`src/design/gct4_pkg.sv`:
```
// ----------------------------------------------------------------------------
// gct4_pkg: shared types and constants for the grid change top-four selector
// Field widths, list slot types, register indexes and reset values.
// ----------------------------------------------------------------------------
package gct4_pkg;

   localparam int SCORE_BITS     = 16;
   localparam int ROW_BITS       = 3;
   localparam int COL_BITS       = 3;
   localparam int TOP_COUNT      = 4;
   localparam int RANK_BITS      = 2;
   localparam int CSR_INDEX_BITS = 8;
   localparam int CSR_DATA_BITS  = 16;

   localparam logic [SCORE_BITS-1:0] CHANGE_THRESHOLD_RESET = 16'd655;
   localparam logic [SCORE_BITS-1:0] SCORE_FLOOR_RESET      = 16'd655;

   typedef enum logic [CSR_INDEX_BITS-1:0] {
      CSR_CHANGE_THRESHOLD = 8'd0,
      CSR_SCORE_FLOOR      = 8'd1
   } csr_index_type;

   // one entry of the sorted list
   typedef struct packed {
      logic                  full;
      logic [ROW_BITS-1:0]   row;
      logic [COL_BITS-1:0]   col;
      logic [SCORE_BITS-1:0] value;
   } slot_type;

   typedef slot_type [TOP_COUNT-1:0] list_type;

   // scored cell handed from the front stage to the list
   typedef struct packed {
      logic                  valid;
      logic                  final_cell;
      logic                  qualify;
      logic [ROW_BITS-1:0]   row;
      logic [COL_BITS-1:0]   col;
      logic [SCORE_BITS-1:0] value;
   } cand_type;

endpackage

```
`src/design/gct4_if.sv`:
```
// ----------------------------------------------------------------------------
// gct4 channel interfaces
// Valid/ready channels for cell requests, ranked results and register writes.
// ----------------------------------------------------------------------------
interface gct4_req_if;
   logic                              valid;
   logic                              ready;
   logic [gct4_pkg::ROW_BITS-1:0]     cell_row;
   logic [gct4_pkg::COL_BITS-1:0]     cell_col;
   logic [gct4_pkg::SCORE_BITS-1:0]   prior_score;
   logic [gct4_pkg::SCORE_BITS-1:0]   later_score;
   logic                              final_cell;

   modport source (output valid, cell_row, cell_col, prior_score, later_score,
                   final_cell, input ready);
   modport sink   (input valid, cell_row, cell_col, prior_score, later_score,
                   final_cell, output ready);
endinterface

interface gct4_rsp_if;
   logic                              valid;
   logic                              ready;
   logic [gct4_pkg::RANK_BITS-1:0]    rank;
   logic                              found;
   logic [gct4_pkg::ROW_BITS-1:0]     hit_row;
   logic [gct4_pkg::COL_BITS-1:0]     hit_col;
   logic [gct4_pkg::SCORE_BITS-1:0]   change_value;
   logic                              last_result;

   modport source (output valid, rank, found, hit_row, hit_col, change_value,
                   last_result, input ready);
   modport sink   (input valid, rank, found, hit_row, hit_col, change_value,
                   last_result, output ready);
endinterface

interface gct4_csr_if;
   logic                                 valid;
   logic                                 ready;
   logic [gct4_pkg::CSR_INDEX_BITS-1:0]  index;
   logic [gct4_pkg::CSR_DATA_BITS-1:0]   data;

   modport source (output valid, index, data, input ready);
   modport sink   (input valid, index, data, output ready);
endinterface

```
`src/design/grid_change_top4_select_top.sv`:
```
// ----------------------------------------------------------------------------
// grid_change_top4_select_top: streaming top-four grid change selector
// Scores each grid cell and keeps the four largest changes until the scan ends.
// ----------------------------------------------------------------------------
// The block takes one cell request per clock unless a final cell is held.
// A cell waits in the input register, where its floored scores are
// differenced and, if the change reaches the threshold, inserted into the
// sorted four-entry list. A cell marked final copies the list into the
// result buffer, which then sends four responses, rank 0 to rank 3, one per
// cycle while the response side is ready; new cells keep flowing into the
// cleared list meanwhile. A final cell waits in the input register only
// while the previous scan's four responses are still in the buffer. Register
// writes are taken at any cycle and should be made while the block is idle.
// ----------------------------------------------------------------------------
module grid_change_top4_select_top (
   input  logic       clock,
   input  logic       reset,
   gct4_req_if.sink   req_bus,
   gct4_rsp_if.source rsp_bus,
   gct4_csr_if.sink   csr_bus
);

   logic [gct4_pkg::SCORE_BITS-1:0] change_threshold_ff;
   logic [gct4_pkg::SCORE_BITS-1:0] score_floor_ff;
   gct4_pkg::cand_type              cand;
   gct4_pkg::list_type              list_next;
   logic                            out_busy;
   logic                            take;

   assign csr_bus.ready = 1'b1;

   always_ff @(posedge clock) begin
      if (reset) begin
         change_threshold_ff <= gct4_pkg::CHANGE_THRESHOLD_RESET;
         score_floor_ff      <= gct4_pkg::SCORE_FLOOR_RESET;
      end else if (csr_bus.valid && csr_bus.ready) begin
         case (csr_bus.index)
            gct4_pkg::CSR_CHANGE_THRESHOLD: change_threshold_ff <= csr_bus.data;
            gct4_pkg::CSR_SCORE_FLOOR:      score_floor_ff      <= csr_bus.data;
            default: ;
         endcase
      end
   end

   // hold a final cell until the result buffer has drained
   assign take = cand.valid && (!cand.final_cell || !out_busy);

   gct4_front u_front (
      .clock            (clock),
      .reset            (reset),
      .req              (req_bus),
      .change_threshold (change_threshold_ff),
      .score_floor      (score_floor_ff),
      .take             (take),
      .cand             (cand)
   );

   gct4_list u_list (
      .clock     (clock),
      .reset     (reset),
      .cand      (cand),
      .take      (take),
      .list_next (list_next)
   );

   gct4_out u_out (
      .clock (clock),
      .reset (reset),
      .load  (take && cand.final_cell),
      .slots (list_next),
      .busy  (out_busy),
      .rsp   (rsp_bus)
   );

endmodule

```
`src/design/gct4_front.sv`:
```
// ----------------------------------------------------------------------------
// gct4_front: input register and change scoring
// Registers one cell request, floors both scores, forms the absolute
// difference and tests it against the change threshold.
// ----------------------------------------------------------------------------
module gct4_front (
   input  logic                            clock,
   input  logic                            reset,
   gct4_req_if.sink                        req,
   input  logic [gct4_pkg::SCORE_BITS-1:0] change_threshold,
   input  logic [gct4_pkg::SCORE_BITS-1:0] score_floor,
   input  logic                            take,
   output gct4_pkg::cand_type              cand
);

   logic                            vld_ff, vld_in;
   logic [gct4_pkg::ROW_BITS-1:0]   row_ff;
   logic [gct4_pkg::COL_BITS-1:0]   col_ff;
   logic [gct4_pkg::SCORE_BITS-1:0] before_ff;
   logic [gct4_pkg::SCORE_BITS-1:0] after_ff;
   logic                            final_ff;
   logic [gct4_pkg::SCORE_BITS-1:0] before_fl;
   logic [gct4_pkg::SCORE_BITS-1:0] after_fl;
   logic [gct4_pkg::SCORE_BITS-1:0] diff;
   logic                            load;

   // the held request leaves whenever the list takes it
   assign req.ready = !vld_ff || take;
   assign load      = req.valid && req.ready;

   always_comb begin
      vld_in = vld_ff;
      if (load) begin
         vld_in = 1'b1;
      end else if (take) begin
         vld_in = 1'b0;
      end
   end

   always_ff @(posedge clock) begin
      if (reset) begin
         vld_ff <= 1'b0;
      end else begin
         vld_ff <= vld_in;
      end
   end

   always_ff @(posedge clock) begin
      if (load) begin
         row_ff    <= req.cell_row;
         col_ff    <= req.cell_col;
         before_ff <= req.prior_score;
         after_ff  <= req.later_score;
         final_ff  <= req.final_cell;
      end
   end

   always_comb begin
      before_fl = (before_ff < score_floor) ? '0 : before_ff;
      after_fl  = (after_ff < score_floor) ? '0 : after_ff;
      diff      = (before_fl >= after_fl) ? (before_fl - after_fl)
                                          : (after_fl - before_fl);
   end

   always_comb begin
      cand.valid      = vld_ff;
      cand.final_cell = final_ff;
      cand.qualify    = (diff >= change_threshold);
      cand.row        = row_ff;
      cand.col        = col_ff;
      cand.value      = diff;
   end

endmodule

```
`src/design/gct4_list.sv`:
```
// ----------------------------------------------------------------------------
// gct4_list: sorted top-four list
// Inserts a qualifying change with a parallel compare and shift, hands the
// updated list to the result buffer on the last cell and clears itself.
// ----------------------------------------------------------------------------
module gct4_list (
   input  logic               clock,
   input  logic               reset,
   input  gct4_pkg::cand_type cand,
   input  logic               take,
   output gct4_pkg::list_type list_next
);

   gct4_pkg::list_type                list_ff, list_in;
   gct4_pkg::slot_type                new_slot;
   logic [gct4_pkg::TOP_COUNT-1:0]    ge;
   logic                              ins;

   assign ins = take && cand.qualify;

   always_comb begin
      new_slot.full  = 1'b1;
      new_slot.row   = cand.row;
      new_slot.col   = cand.col;
      new_slot.value = cand.value;

      // an empty slot ranks lowest; an equal value goes above the older one
      for (int i = 0; i < gct4_pkg::TOP_COUNT; i++) begin
         ge[i] = !list_ff[i].full || (cand.value >= list_ff[i].value);
      end

      list_next[0] = (ins && ge[0]) ? new_slot : list_ff[0];
      for (int i = 1; i < gct4_pkg::TOP_COUNT; i++) begin
         if (ins && ge[i]) begin
            list_next[i] = ge[i-1] ? list_ff[i-1] : new_slot;
         end else begin
            list_next[i] = list_ff[i];
         end
      end

      list_in = list_next;
      if (take && cand.final_cell) begin
         list_in = '0;
      end
   end

   always_ff @(posedge clock) begin
      if (reset) begin
         list_ff <= '0;
      end else begin
         list_ff <= list_in;
      end
   end

endmodule

```
`src/design/gct4_out.sv`:
```
// ----------------------------------------------------------------------------
// gct4_out: result buffer
// Holds a snapshot of the finished list and sends it out one rank per
// response, rank 0 first.
// ----------------------------------------------------------------------------
module gct4_out (
   input  logic               clock,
   input  logic               reset,
   input  logic               load,
   input  gct4_pkg::list_type slots,
   output logic               busy,
   gct4_rsp_if.source         rsp
);

   gct4_pkg::list_type             buf_ff;
   logic                           busy_ff, busy_in;
   logic [gct4_pkg::RANK_BITS-1:0] rank_ff, rank_in;
   gct4_pkg::slot_type             cur;
   logic                           last;
   logic                           send;

   assign busy = busy_ff;
   assign cur  = buf_ff[rank_ff];
   assign last = (rank_ff == gct4_pkg::RANK_BITS'(gct4_pkg::TOP_COUNT - 1));
   assign send = rsp.valid && rsp.ready;

   always_comb begin
      busy_in = busy_ff;
      rank_in = rank_ff;
      if (load) begin
         busy_in = 1'b1;
         rank_in = '0;
      end else if (send) begin
         if (last) begin
            busy_in = 1'b0;
            rank_in = '0;
         end else begin
            rank_in = rank_ff + 1'b1;
         end
      end
   end

   always_ff @(posedge clock) begin
      if (reset) begin
         busy_ff <= 1'b0;
         rank_ff <= '0;
      end else begin
         busy_ff <= busy_in;
         rank_ff <= rank_in;
      end
   end

   always_ff @(posedge clock) begin
      if (load) begin
         buf_ff <= slots;
      end
   end

   // empty ranks report zero fields
   always_comb begin
      rsp.valid        = busy_ff;
      rsp.rank         = rank_ff;
      rsp.found        = cur.full;
      rsp.hit_row      = cur.full ? cur.row : '0;
      rsp.hit_col      = cur.full ? cur.col : '0;
      rsp.change_value = cur.full ? cur.value : '0;
      rsp.last_result  = last;
   end

endmodule

```
`src/flat_wrapper.sv`:
```
// flat-port wrapper written by rule: the top's interface ports become plain ports
module grid_change_top4_select_top_flat 
  (clock, reset, req_bus_valid, req_bus_cell_row, req_bus_cell_col, req_bus_prior_score, req_bus_later_score, req_bus_final_cell, req_bus_ready, rsp_bus_valid, rsp_bus_rank, rsp_bus_found, rsp_bus_hit_row, rsp_bus_hit_col, rsp_bus_change_value, rsp_bus_last_result, rsp_bus_ready, csr_bus_valid, csr_bus_index, csr_bus_data, csr_bus_ready);
  gct4_req_if req_bus_i ();
  gct4_rsp_if rsp_bus_i ();
  gct4_csr_if csr_bus_i ();
  input  logic clock;
  input  logic reset;
  input wire logic [$bits(req_bus_i.valid)-1:0] req_bus_valid;
  input wire logic [$bits(req_bus_i.cell_row)-1:0] req_bus_cell_row;
  input wire logic [$bits(req_bus_i.cell_col)-1:0] req_bus_cell_col;
  input wire logic [$bits(req_bus_i.prior_score)-1:0] req_bus_prior_score;
  input wire logic [$bits(req_bus_i.later_score)-1:0] req_bus_later_score;
  input wire logic [$bits(req_bus_i.final_cell)-1:0] req_bus_final_cell;
  output wire logic [$bits(req_bus_i.ready)-1:0] req_bus_ready;
  output wire logic [$bits(rsp_bus_i.valid)-1:0] rsp_bus_valid;
  output wire logic [$bits(rsp_bus_i.rank)-1:0] rsp_bus_rank;
  output wire logic [$bits(rsp_bus_i.found)-1:0] rsp_bus_found;
  output wire logic [$bits(rsp_bus_i.hit_row)-1:0] rsp_bus_hit_row;
  output wire logic [$bits(rsp_bus_i.hit_col)-1:0] rsp_bus_hit_col;
  output wire logic [$bits(rsp_bus_i.change_value)-1:0] rsp_bus_change_value;
  output wire logic [$bits(rsp_bus_i.last_result)-1:0] rsp_bus_last_result;
  input wire logic [$bits(rsp_bus_i.ready)-1:0] rsp_bus_ready;
  input wire logic [$bits(csr_bus_i.valid)-1:0] csr_bus_valid;
  input wire logic [$bits(csr_bus_i.index)-1:0] csr_bus_index;
  input wire logic [$bits(csr_bus_i.data)-1:0] csr_bus_data;
  output wire logic [$bits(csr_bus_i.ready)-1:0] csr_bus_ready;
  assign req_bus_i.valid = req_bus_valid;
  assign req_bus_i.cell_row = req_bus_cell_row;
  assign req_bus_i.cell_col = req_bus_cell_col;
  assign req_bus_i.prior_score = req_bus_prior_score;
  assign req_bus_i.later_score = req_bus_later_score;
  assign req_bus_i.final_cell = req_bus_final_cell;
  assign req_bus_ready = req_bus_i.ready;
  assign rsp_bus_valid = rsp_bus_i.valid;
  assign rsp_bus_rank = rsp_bus_i.rank;
  assign rsp_bus_found = rsp_bus_i.found;
  assign rsp_bus_hit_row = rsp_bus_i.hit_row;
  assign rsp_bus_hit_col = rsp_bus_i.hit_col;
  assign rsp_bus_change_value = rsp_bus_i.change_value;
  assign rsp_bus_last_result = rsp_bus_i.last_result;
  assign rsp_bus_i.ready = rsp_bus_ready;
  assign csr_bus_i.valid = csr_bus_valid;
  assign csr_bus_i.index = csr_bus_index;
  assign csr_bus_i.data = csr_bus_data;
  assign csr_bus_ready = csr_bus_i.ready;
  grid_change_top4_select_top u_core (.clock(clock), .reset(reset), .req_bus(req_bus_i), .rsp_bus(rsp_bus_i), .csr_bus(csr_bus_i));
endmodule
```
`config.mk`:
```
export PLATFORM = sky130hd
export DESIGN_NAME = grid_change_top4_select_top_flat
export DESIGN_NICKNAME = d
export VERILOG_FILES = /design/src/design/gct4_pkg.sv /design/src/design/gct4_if.sv /design/src/design/grid_change_top4_select_top.sv /design/src/design/gct4_front.sv /design/src/design/gct4_list.sv /design/src/design/gct4_out.sv /design/src/flat_wrapper.sv
export SDC_FILE = /design/constraint.sdc
export NUM_CORES = 1
export LEC_CHECK = 0
export BUFFER_PORTS_ARGS = -buffer_cell sky130_fd_sc_hd__buf_2
export CAP_MARGIN = 0
export CORE_ASPECT_RATIO = 0.5
export CORE_UTILIZATION = 35
export CTS_BUF_LIST = sky130_fd_sc_hd__clkbuf_8
export DETAILED_ROUTE_END_ITERATION = 8
export PLACE_DENSITY = 0.62
export SETUP_SLACK_MARGIN = 0.2
export SLEW_MARGIN = 20
export SYNTH_ARGS = -nofsm -noshare
export SYNTH_HDL_FRONTEND = slang
export SYNTH_HIERARCHICAL = 1
export SYNTH_SLANG_ARGS = --single-unit
```
`constraint.sdc`:
```
create_clock -name clock -period 6.6 [get_ports clock]
set_input_delay 0 -clock clock [delete_from_list [all_inputs] [get_ports clock]]
set_output_delay 0 -clock clock [all_outputs]
set_load 0.02 [all_outputs]
```
# Word-level counts from Yosys, hierarchy flattened
# Index checks and enable logic that the tools add are counted.
# word_totals
inputBits	68
output_inout_bits	29
ff_bits	259
wordCells	107
# op_classes
n_addsub	3
eq_ne	2
n_lt_le_gt_ge	9
n_reduce_logical	30
mux	21
# op_table
op	count
23-bit two-way mux	8
16-bit >= comparator	6
16-bit two-way mux	4
23-bit binary-select mux with 2-bit select	1
16-bit < comparator	2
16-bit subtractor	2
1-bit logical AND	9
8-bit by 1-bit == test with 1-bit output (second input constant)	1
8-bit zero test	1
1-bit zero test	7
1-bit logical OR	6
3-bit two-way mux	2
2-bit AND reduction	3
2-bit nonzero test	3
1-bit two-way mux	5
2-bit by 3-bit < comparator with 1-bit output (second input constant)	1
2-bit by 1-bit adder with 2-bit output (second input constant)	1
2-bit == test (second input constant)	1
2-bit two-way mux	1
2-bit OR reduction	1

# Longest topological paths before layout
# Gate-level depths: netlist (run 1).
# logic_depth
depth_word	8
ltp_mapped	34
ltp_nobuf	30

# By module
# The synthesis (run 1) kept the hierarchy.
# modules_own_cells
mod	n_inst	seq_area_each_um2	area_per_inst_um2	cells_per_inst
gct4_list	1	1841.8	5950.7	736
gct4_front	1	1191.1	4125.2	433
gct4_out	1	2822.7	3706.1	159
grid_change_top4_select_top	1	640.6	1373.8	130

# Worst setup path after synthesis (run 1)
# Ideal clock, no wire load.
# synth_timing
path_type	register to register
start	register u_core/u_front/after_ff[1] in the netlist's numbering
end	register u_core/u_out/buf_ff[69] in the netlist's numbering (data pin)
setup_time_ps	271
synth_period_minus_slack_ps	6379
stages_incl_launch_ff	29
slack_ps	221
path_buffers	4
arrival_ps	6108
required_ps	6329
cell_sequence	edfxtp_1 -> ha_1 -> a21o_1 -> a21o_1 -> a211oi_1 -> o21ai_1 -> a21o_1 -> clkbuf_1 -> and2_1 -> ha_1 -> fa_1 -> nor2b_2 -> o31ai_4 -> a21oi_2 -> o2111ai_4 -> nand2_4 -> mux2_1 -> xnor2_1 -> ha_1 -> nand4_1 -> or4_1 -> o21ai_0 -> and2_1 -> clkbuf_1 -> o21ai_0 -> a21oi_1 -> buf_2 -> buf_1 -> a21oi_1
# synth_lines
element	line_no	rtl
start, declared	gct4_front.sv:20	logic [gct4_pkg::SCORE_BITS-1:0] after_ff;
start signal, assigned	gct4_front.sv:53	after_ff <= req.later_score;
end signal, assigned	gct4_out.sv:55	buf_ff <= slots;
end, declared	gct4_out.sv:15	gct4_pkg::list_type buf_ff;

==> impl_metrics.toml, run 1 <==
[worst_setup_path]
worstSetupPathType = "reg2reg"
crit_required_ns = 6.93
worst_path_max_delay_cell = "edfxtp_1"
crit_buf_inv = 4
critPathTopFamily = "compound AO/OA/AOI/OAI gates"
max_stage_delay_ns = 0.41
critPathMaxFanout = 12
cp_common_cell = "buf_4"
cp.arrival_ns = 6.58
end_kind = "register"
startpoint_type = "register"

[layout]
drive_above_1_share = 0.2107
area_growth_pct = 24.40
diodes = 0
nets = 1878
final-seq-area_sq_mm = 0.006497
finalInstanceArea_sq_mm = 0.01885
stdcell_count = 2276
multi_input_area_sq_mm = 0.008368
fillers = 4045
finish.utilization = 0.4456

[status]
status = "completed"

[placement]
dp.final_hpwl_um = 27490
placed_cell_area_sq_mm = 0.01637
place_congestion = 0.9324
dp_cells = 2096
io_buffer_count = 95

[sta]
max_slew_margin = 0.3003
fin_crit_sh = 0.9475
rsz0062_at_grt = "no"
setup_viol = 0
finClkSkew_ns = 0.04054
hold_viol_final = 0
max_clock_freq_mhz = 159.9
post-route-min-period_ns = 6.254
maxSlewViolCount = 0
tns_ns = 0
worstMarginPinSlew_ns = 1.050

[drt]
dr.pass1.iters = 5
wirelength_um = 41860
route.detailed.drc = 0
drt_iter0_drc = 675
ant_nets = 0
vias_per_cell = 5.195
vias = 11820
wl_per_cell_um = 18.39

[floorplan]
dieHeight_um = 149.1
rows = 53
ios = 97
dieArea_sq_mm = 0.04419
core-area_sq_mm = 0.04231
initial_utilization = 0.3582
die_x_um = 296.3

[clock_tree]
cts_max_path_buffers = 3
clock_sinks = 259
ctsRootBufferMaster = "clkbuf_8"
clk_pin_slew_ns = 0.07
h-tree-depth = 2
cts_tree = "yes"
cts_buffers = 41
clkLatencyLatePin_ns = 0.59

[run]
max-cap-violations = 0

[pwr]
share_comb_of_total_power = 0.402
peakVddDrop_v = 0.0001468
seq_power_share = 0.359
p_total_mw = 5.624
p_leak_nw = 7.655
powerDensity_mw_per_mm2 = 298.3
p_int_mw = 3.528
swShare = 0.3726
power_frac_clock = 0.239
netSwitchingPower_mw = 2.096

[synth]
syn_area_sq_mm = 0.01516
async_flop_share = 0
syn_nets = 1670
syn_avg_cell_area_sq_um = 10.39
synth_top_flop_cell = "edfxtp_1"
synth_seq_cells = 259
yosys_warnings = 6
synth-edff-count = 131
yosysSeqAreaShare = 0.4286
synthDistinctLibCells = 76
syn-instance-count = 1458

[global_route]
antenna_found_initial = 1
grt_pass1_vias = 11260
grt_max_degree = 54
grtUsageTotal = 0.1804
grt_first_pass_wirelength_um = 61910
gr-total-overflow = 0

[worst_hold_path]
hp-class = "in2reg"
-- cell usage after synthesis (6+ instances only) --
cell type    n  area (sq um)
a211oi_1    74         555.5
a21boi_0     6         45.04
a21o_1      32         240.2
a21oi_1    130         650.6
and2_1      55         344.1
buf_2       25         125.1
buf_4        6         45.04
buf_6       14         157.7
clkbuf_1    35         131.4
dfxtp_1    128          2562
edfxtp_1   131          3934
ha_1       142          1777
inv_1      105         394.1
mux2i_1    110          1101
mux4_1      17         446.7
mux4_2       6         135.1
nand2_1     79         296.5
nand2b_1    38         237.7
nand3_1     28         140.1
nand4_1     15         93.84
nor2_1     107         401.6
nor2b_1      9         56.30
o21a_1      12         90.09
o21ai_0     50         250.2
xnor2_1      6         52.55
xor2_1       8         70.07
-- worst min-delay path, cell delays in order --
cell and delay [ns]:
buf_2 0.10, nor4b_4 0.05, and3b_2 0.28, mux2i_1 0.14
-- worst paths after layout --
check | startpoint | endpoint | slack [ns] | cells past startpoint
setup / recovery | u_core/u_front/after_ff[1] | u_core/u_out/buf_ff[62] | 0.35 | 26
hold / removal | csr_bus_index[6] | u_core/change_threshold_ff[5] | 0.05 | 4
setup reg to reg | u_core/u_front/after_ff[1] | u_core/u_out/buf_ff[62] | 0.35 | 26
hold reg to reg | u_core/change_threshold_ff[5] | u_core/change_threshold_ff[5] | 0.48 | 2
-- state kept, by name, indices dropped and copies added, names as in the netlist --
register / count
u_core/change_threshold_ff: 16
u_core/u_front/row_ff: 3
u_core/u_out/buf_ff: 92
u_core/u_list/list_ff: 92
u_core/u_front/vld_ff: 1
u_core/u_front/col_ff: 3
u_core/u_out/rsp.rank: 2
u_core/u_front/final_ff: 1
u_core/u_front/before_ff: 16
u_core/score_floor_ff: 16
u_core/u_out/busy: 1
u_core/u_front/after_ff: 16
-- metrics by stage --
step | hold slack, ns | setup slack, ns
global route | 0.04678 | 0.08343
detailed placement | 0.1781 | -0.2142
finish | 0.05499 | 0.3463
floorplan | 0.06907 | 0.2212
CTS | 0.03043 | 0.2112
global placement | 0.1762 | -0.1215
-- cell families after synthesis --
| family | share of synthesized area |
|---|---|
| compound gates | 0.1496 |
| xor+xnor | 0.008091 |
| fa+ha+maj | 0.1199 |
| buf+inv | 0.05729 |
| flops | 0.4286 |
| mux | 0.1140 |
| other cells | 0.0002474 |
| simple gates | 0.1223 |
-- per-layer routing --
metal / part of all wire / track usage / vias to the layer above / wire length [um]
li1: - / - / 5740 / -
met1: 0.46 / 0.2428 / 5686 / 19050
met2: 0.46 / 0.2909 / 321 / 19120
met3: 0.061 / 0.03442 / 76 / 2554
met4: 0.027 / 0.06005 / 0 / 1130
met5: 0 / 0 / - / 0
-- what timing repair did --
action | in CTS | in global routing
pin swaps | 5 | 29
gates cloned | 0 | 8
resized for setup | 16 | 111
setup buffers | 8 | 22
endpoints found under the setup margin | 184 | 184
hold endpoints to repair | 75 | 0
hold buffers | 65 | 0
-- power by group through the flow --
| stage | clock network (mW) | registers [mW] | logic [mW] |
|---|---|---|---|
| 2_1_floorplan | 0 | 2.00 | 1.32 |
| 3_3_place_gp | 0 | 2.04 | 1.84 |
| 3_5_place_dp | 0 | 2.04 | 1.88 |
| 4_1_cts | 1.37 | 2.01 | 1.95 |
| 5_1_grt | 1.45 | 2.03 | 2.49 |
| 6_report | 1.34 | 2.02 | 2.26 |
-- layout by cell type (no fill, tap or decap), types with 6 or more instances in the layout --
cell           count
buf_4             61
mux2i_4            6
o21a_1            12
o21ai_0           43
a21o_1            30
mux2i_2           19
nand4_1           15
nor2b_1            8
and2_1            51
clkbuf_16          7
ha_4               7
nand2_1           78
buf_6              6
ha_1             134
nor2_1            94
nand3_1           28
a21oi_1          125
mux4_1            17
edfxtp_1         131
xor2_1             6
buf_12            13
a211oi_1          70
buf_2             95
nor2_2            13
inv_1            120
mux2i_1           85
mux4_2             6
a21boi_0           6
nand2b_1          38
clkbuf_8          48
dfxtp_1          127
dlygate4sd3_1     65
clkinv_1           8
-- area by class of cell --
cell class | count | share of cell area
multi-input combinational | 1012 | 0.4438
sequential | 259 | 0.3446
tap | 577 | 0.03829
clock inverter | 28 | 0.006636
inverter | 105 | 0.02090
timing repair buffer | 247 | 0.1107
clock buffer | 48 | 0.03504
Power figures use the tool's default switching activity.
==> run 2, diff against run 1 <==
--- a/config.mk
+++ b/config.mk
@@ -5,6 +5,7 @@
 export SDC_FILE = /design/constraint.sdc
 export NUM_CORES = 1
 export LEC_CHECK = 0
+export ABC_AREA = 1
 export BUFFER_PORTS_ARGS = -buffer_cell sky130_fd_sc_hd__buf_2
 export CAP_MARGIN = 0
 export CORE_ASPECT_RATIO = 0.5
==> impl_metrics.toml, run 2 <==
[drt]
route.detailed.drc = 0
drt_iter0_drc = 959
ant_nets = 0
wirelength_um = 45570
vias_per_cell = 4.597
dr.pass1.iters = 6
wl_per_cell_um = 14.37
vias = 14580

[clock_tree]
clk_pin_slew_ns = 0.07
h-tree-depth = 2
clkLatencyLatePin_ns = 0.59
ctsRootBufferMaster = "clkbuf_8"
cts_max_path_buffers = 3
cts_tree = "yes"
clock_sinks = 259
cts_buffers = 43

[synth]
yosys.area.top_type = "edfxtp_1"
syn_avg_cell_area_sq_um = 7.231
synth.top_cell.area_share = 0.2339
synth.top_cells.by_area = "edfxtp_1 23%, nand2_1 16%, dfxtp_1 15%, ha_1 11%, inv_1 10%"
synth-edff-count = 131
synth_seq_cells = 259
async_flop_share = 0
synth.most_common_cell = "nand2_1"
yosys_warnings = 6
synth_top_flop_cell = "edfxtp_1"
syn_area_sq_mm = 0.01682
synth_commonest_cells = "737 x nand2_1, 458 x inv_1, 208 x nand3_1"
syn_nets = 2538
yosysSeqAreaShare = 0.3863
syn-instance-count = 2326
synthDistinctLibCells = 44

[sta]
maxSlewViolCount = 0
max_slew_margin = 0.2338
layout_setup_ws_ns = 0.7183
rsz0062_at_grt = "no"
hold_viol_final = 0
setup_viol = 0
fin_crit_sh = 0.8912
tns_ns = 0
max_clock_freq_mhz = 170.0
finClkSkew_ns = 0.02755
worstMarginPinSlew_ns = 1.149
post-route-min-period_ns = 5.882

[layout]
mostFrequentLayoutCells = "737 x nand2_1, 472 x inv_1, 208 x nand3_1"
multi_input_area_sq_mm = 0.008029
layout_commonest_cell = "nand2_1"
fillers = 4858
reg_top3 = "u_core/u_list/list_ff: 92 flops, u_core/u_out/buf_ff: 92 flops"
finalInstanceArea_sq_mm = 0.01946
nets = 2708
stdcell_count = 3171
area_growth_pct = 15.70
drive_above_1_share = 0.1055
final-seq-area_sq_mm = 0.006497

[worst_setup_path]
end_kind = "register"
max_stage_delay_ns = 0.49
cp.arrival_ns = 6.23
startpoint_type = "register"
reg2reg_slack_ns = 0.72
critPathMaxFanout = 22
worstSetupPathType = "reg2reg"
worst_path_max_delay_cell = "fa_1"
crit_required_ns = 6.95
cp_common_cell = "nand2_1"

[global_route]
grt_first_pass_wirelength_um = 71990
grt_util_met1 = 0.2541
grt_pass1_vias = 13670
antenna_found_initial = 1
gr-total-overflow = 0
grt_use_met3 = 0.03162
grt_util_met2 = 0.2958
top_usage_layer = "met2"
grt_max_degree = 93
grtUsageTotal = 0.1841

[pwr]
powerDensity_mw_per_mm2 = 288.9
p_total_mw = 5.621
peakVddDrop_v = 0.0001511
p_leak_nw = 10.18

[floorplan]
core-area_sq_mm = 0.04716
die_x_um = 312.0
initial_utilization = 0.3567
dieHeight_um = 157.0
rows = 56
dieArea_sq_mm = 0.04899
ios = 97

[run]
max-cap-violations = 0

[placement]
dp_slack_ns = 0.6801
dp_cells = 3013
dp.final_hpwl_um = 32690
io_buffer_count = 95
placed_cell_area_sq_mm = 0.01785
place_congestion = 0.8867

[status]
status = "completed"

[worst_hold_path]
hp-class = "in2reg"
## run 2: changes by cell type in the layout (fill, tap and decap cells not counted), moves of 69 or more
cell,previous run,this run
nand2_1,78,737
inv_1,120,472
nand3_1,28,208
mux2i_1,85,0
nor2_1,94,166
a211oi_1,70,1
## run 2: layer usage
layer | vias up | wire length, um | share of wire
li1 | 7545 | - | -
met1 | 6644 | 22020 | 0.48
met2 | 328 | 19860 | 0.44
met3 | 61 | 2712 | 0.060
met4 | 0 | 977 | 0.021
met5 | - | 0 | 0
## run 2: power breakdown
part,switching (mW),internal (mW)
sequential,0.0730,1.93
clock,0.694,0.706
combinational,1.44,0.783
## run 2: final timing paths
| check | startpoint | to | cells after the start |
|---|---|---|---|
| worst min-delay path | csr_bus_index[3] | u_core/change_threshold_ff[10] | 7 |
| worst min register to register | u_core/change_threshold_ff[7] | u_core/change_threshold_ff[7] | 2 |
| worst max-delay path | u_core/u_front/before_ff[9] | u_core/u_out/buf_ff[32] | 31 |
| worst max register to register | u_core/u_front/before_ff[9] | u_core/u_out/buf_ff[32] | 31 |
## run 2: critical path: cells and delay by family (launching register included)
| family | cells | cell delay, ns |
|---|---|---|
| AND/OR/NAND/NOR | 20 | 2.62 |
| buffers and inverters | 5 | 0.88 |
| adder cells (fa/ha/maj) | 4 | 1.46 |
| flip-flops | 1 | 0.44 |
| AO/OA/AOI/OAI | 2 | 0.22 |
## run 2: cell type report
class	instances	area share
well taps	638	0.04102
clock buffers	51	0.03607
flip-flops and latches	259	0.3339
repair buffers	212	0.07935
multi-input cells	1515	0.4126
diodes	3	0.0003858
inverters	465	0.08989
clock inverters	28	0.006752
## run 2: cells by family (layout without fill, tap and decap cells)
| kind of cell | after synthesis | count (layout) | share of synthesized area |
|---|---|---|---|
| DFF | 259 | 259 | 0.3863 |
| buffers and inverters | 552 | 756 | 0.1374 |
| AOI/OAI and AO/OA | 169 | 169 | 0.05952 |
| xor gates and xnor gates | 13 | 13 | 0.006770 |
| adders and majority gates | 144 | 144 | 0.1080 |
| other | 1 | 4 | 0.0002230 |
| and+or+nand+nor | 1188 | 1188 | 0.3018 |
## run 2: metrics by stage
stage                       util  hold WS, ns
after detailed placement  0.3786       0.1781
after floorplan                -      0.06907
final                     0.4127      0.09310
after CTS                 0.4124      0.03219
after global placement    0.3786       0.1772
after global routing      0.4125      0.08497
## run 2: what timing repair did
item,4_1_cts,5_1_grt
buffers inserted,0,0
setup endpoints to repair,0,73
resized for setup,0,2
hold buffers,76,0
endpoints found under the hold margin,75,0
==> run 3, diff against run 2 <==
--- a/config.mk
+++ b/config.mk
@@ -12,6 +12,7 @@
 export CORE_UTILIZATION = 35
 export CTS_BUF_LIST = sky130_fd_sc_hd__clkbuf_8
 export DETAILED_ROUTE_END_ITERATION = 8
+export MAX_ROUTING_LAYER = met4
 export PLACE_DENSITY = 0.62
 export SETUP_SLACK_MARGIN = 0.2
 export SLEW_MARGIN = 20
==> impl_metrics.toml, run 3 (synthesis gave the netlist of run 2 again) <==
[pwr]
power_frac_clock = 0.259
share_comb_of_total_power = 0.390
netSwitchingPower_mw = 2.202
seq_power_share = 0.351
swShare = 0.3863
peakVddDrop_v = 0.0001926
p_leak_nw = 10.20
powerDensity_mw_per_mm2 = 292.7
p_int_mw = 3.498

[global_route]
grt_max_degree = 93
grt_pass1_vias = 13740
grtUsageTotal = 0.1931
antenna_found_initial = 1
grt_first_pass_wirelength_um = 73160
gr-total-overflow = 0

[worst_setup_path]
critPathMaxFanout = 22
worstSetupPathType = "reg2reg"
crit_buf_inv = 7
max_stage_delay_ns = 0.47
worst_path_max_delay_cell = "fa_1"
critPathTopFamily = "simple AND/OR/NAND/NOR gates"
end_kind = "register"
cp_common_cell = "nand2_1"
crit_required_ns = 6.93
cp.arrival_ns = 6.13
startpoint_type = "register"

[layout]
drive_above_1_share = 0.1065
finalInstanceArea_sq_mm = 0.01947
reg_top3 = "u_core/u_list/list_ff: 92 flops, u_core/u_out/buf_ff: 92 flops"
area_growth_pct = 15.79
nets = 2704
layout_commonest_cell = "nand2_1"
mostFrequentLayoutCells = "737 x nand2_1, 471 x inv_1, 208 x nand3_1"
fillers = 4847

[drt]
vias = 14590
drt_iter0_drc = 1148
ant_nets = 0
route.detailed.drc = 0
vias_per_cell = 4.607
wirelength_um = 45770
wl_per_cell_um = 14.46
dr.pass1.iters = 5

[placement]
placed_cell_area_sq_mm = 0.01784
place_congestion = 0.8824
io_buffer_count = 95
dp.final_hpwl_um = 32680

[clock_tree]
clk_pin_slew_ns = 0.07
cts_buffers = 43
h-tree-depth = 2
cts_max_path_buffers = 3
clkLatencyLatePin_ns = 0.60
ctsRootBufferMaster = "clkbuf_8"
postCtsSetupRepairBufs = 0
cts_tree = "yes"
clock_sinks = 259

[sta]
setup_viol = 0
finClkSkew_ns = 0.02666
rsz0062_at_grt = "no"
worstMarginPinSlew_ns = 0.9545
hold_viol_final = 0
max_clock_freq_mhz = 172.5
maxSlewViolCount = 0
tns_ns = 0
post-route-min-period_ns = 5.799
fin_crit_sh = 0.8786
max_slew_margin = 0.3637

[floorplan]
core-area_sq_mm = 0.04716
rows = 56
ios = 97
dieHeight_um = 157.0
dieArea_sq_mm = 0.04899
initial_utilization = 0.3567
die_x_um = 312.0

[status]
status = "completed"

[worst_hold_path]
hp-class = "in2reg"

[run]
max-cap-violations = 0
==> run 3: cell count changes in the layout (fill, tap and decap cells not counted), sizes merged <==
cell	previous run	this run
clkbuf	51	48
dlygate4sd3	76	72
bufinv	0	3
diode	3	2
clkinv	11	13
inv	481	479
==> run 3: path summary, 6_finish.rpt <==
check                                         to  cells after the start                           from  slack [ns]
setup reg to reg         u_core/u_out/buf_ff[23]                     34       u_core/score_floor_ff[9]        0.80
setup / recovery         u_core/u_out/buf_ff[23]                     34       u_core/score_floor_ff[9]        0.80
hold reg to reg    u_core/change_threshold_ff[7]                      2  u_core/change_threshold_ff[7]        0.47
hold / removal    u_core/change_threshold_ff[11]                      7                  csr_bus_valid        0.10
==> run 3: per-stage QoR <==
step                      total power [mW]  utilization  std cells  hold slack [ns]  worst slack (ns)
final                                5.700       0.4130       3166           0.1020            0.8013
after global routing                 6.161       0.4130       3166           0.1085            0.3352
after CTS                            5.734       0.4123       3163          0.03189            0.8145
after detailed placement             4.203       0.3784       3012           0.1781            0.8563
after global placement               4.157       0.3784       3012           0.1768            0.9262
after floorplan                      3.612            -       2326          0.06907             1.605
==> run 3: power by group through the flow <==
| stage | sequential (mW) | clock, mW | combinational (mW) |
|---|---|---|---|
| 5_1_grt | 2.02 | 1.60 | 2.55 |
| 4_1_cts | 2.00 | 1.52 | 2.21 |
| 2_1_floorplan | 2.01 | 0 | 1.60 |
| 3_5_place_dp | 2.03 | 0 | 2.17 |
| 6_report | 2.00 | 1.48 | 2.22 |
| 3_3_place_gp | 2.03 | 0 | 2.13 |
==> run 3: what timing repair did <==
action | in CTS | in global routing
resized for setup | 0 | 0
endpoints found under the hold margin | 75 | 0
hold buffers | 72 | 0
==> run 3: final cells by class <==
class,instances,area [sq um],area share
clock buffers,48,660.6,0.03392
repair buffers,208,1524,0.07825
inverters,465,1749,0.08982
flip-flops and latches,259,6497,0.3336
well taps,638,798.3,0.04099
clock inverters,31,216.5,0.01111
multi-input cells,1515,8024,0.4120
diodes,2,5.005,0.0002570
==> run 3: worst register-to-register path, delay by kind of cell (launching register included) <==
kind,cells,cell delay [ns]
AND/OR/NAND/NOR,21,2.68
adder cells (fa/ha/maj),4,1.30
buffers and inverters,7,0.97
flip-flops,1,0.41
AO/OA/AOI/OAI,2,0.18
==> run 3: layer usage <==
layer	up-vias	global-route usage	part of all wire
met2	394	0.3042	0.44
li1	7538	-	-
met5	-	-	0
met4	0	0.05345	0.025
met1	6579	0.2546	0.48
met3	75	0.03439	0.058
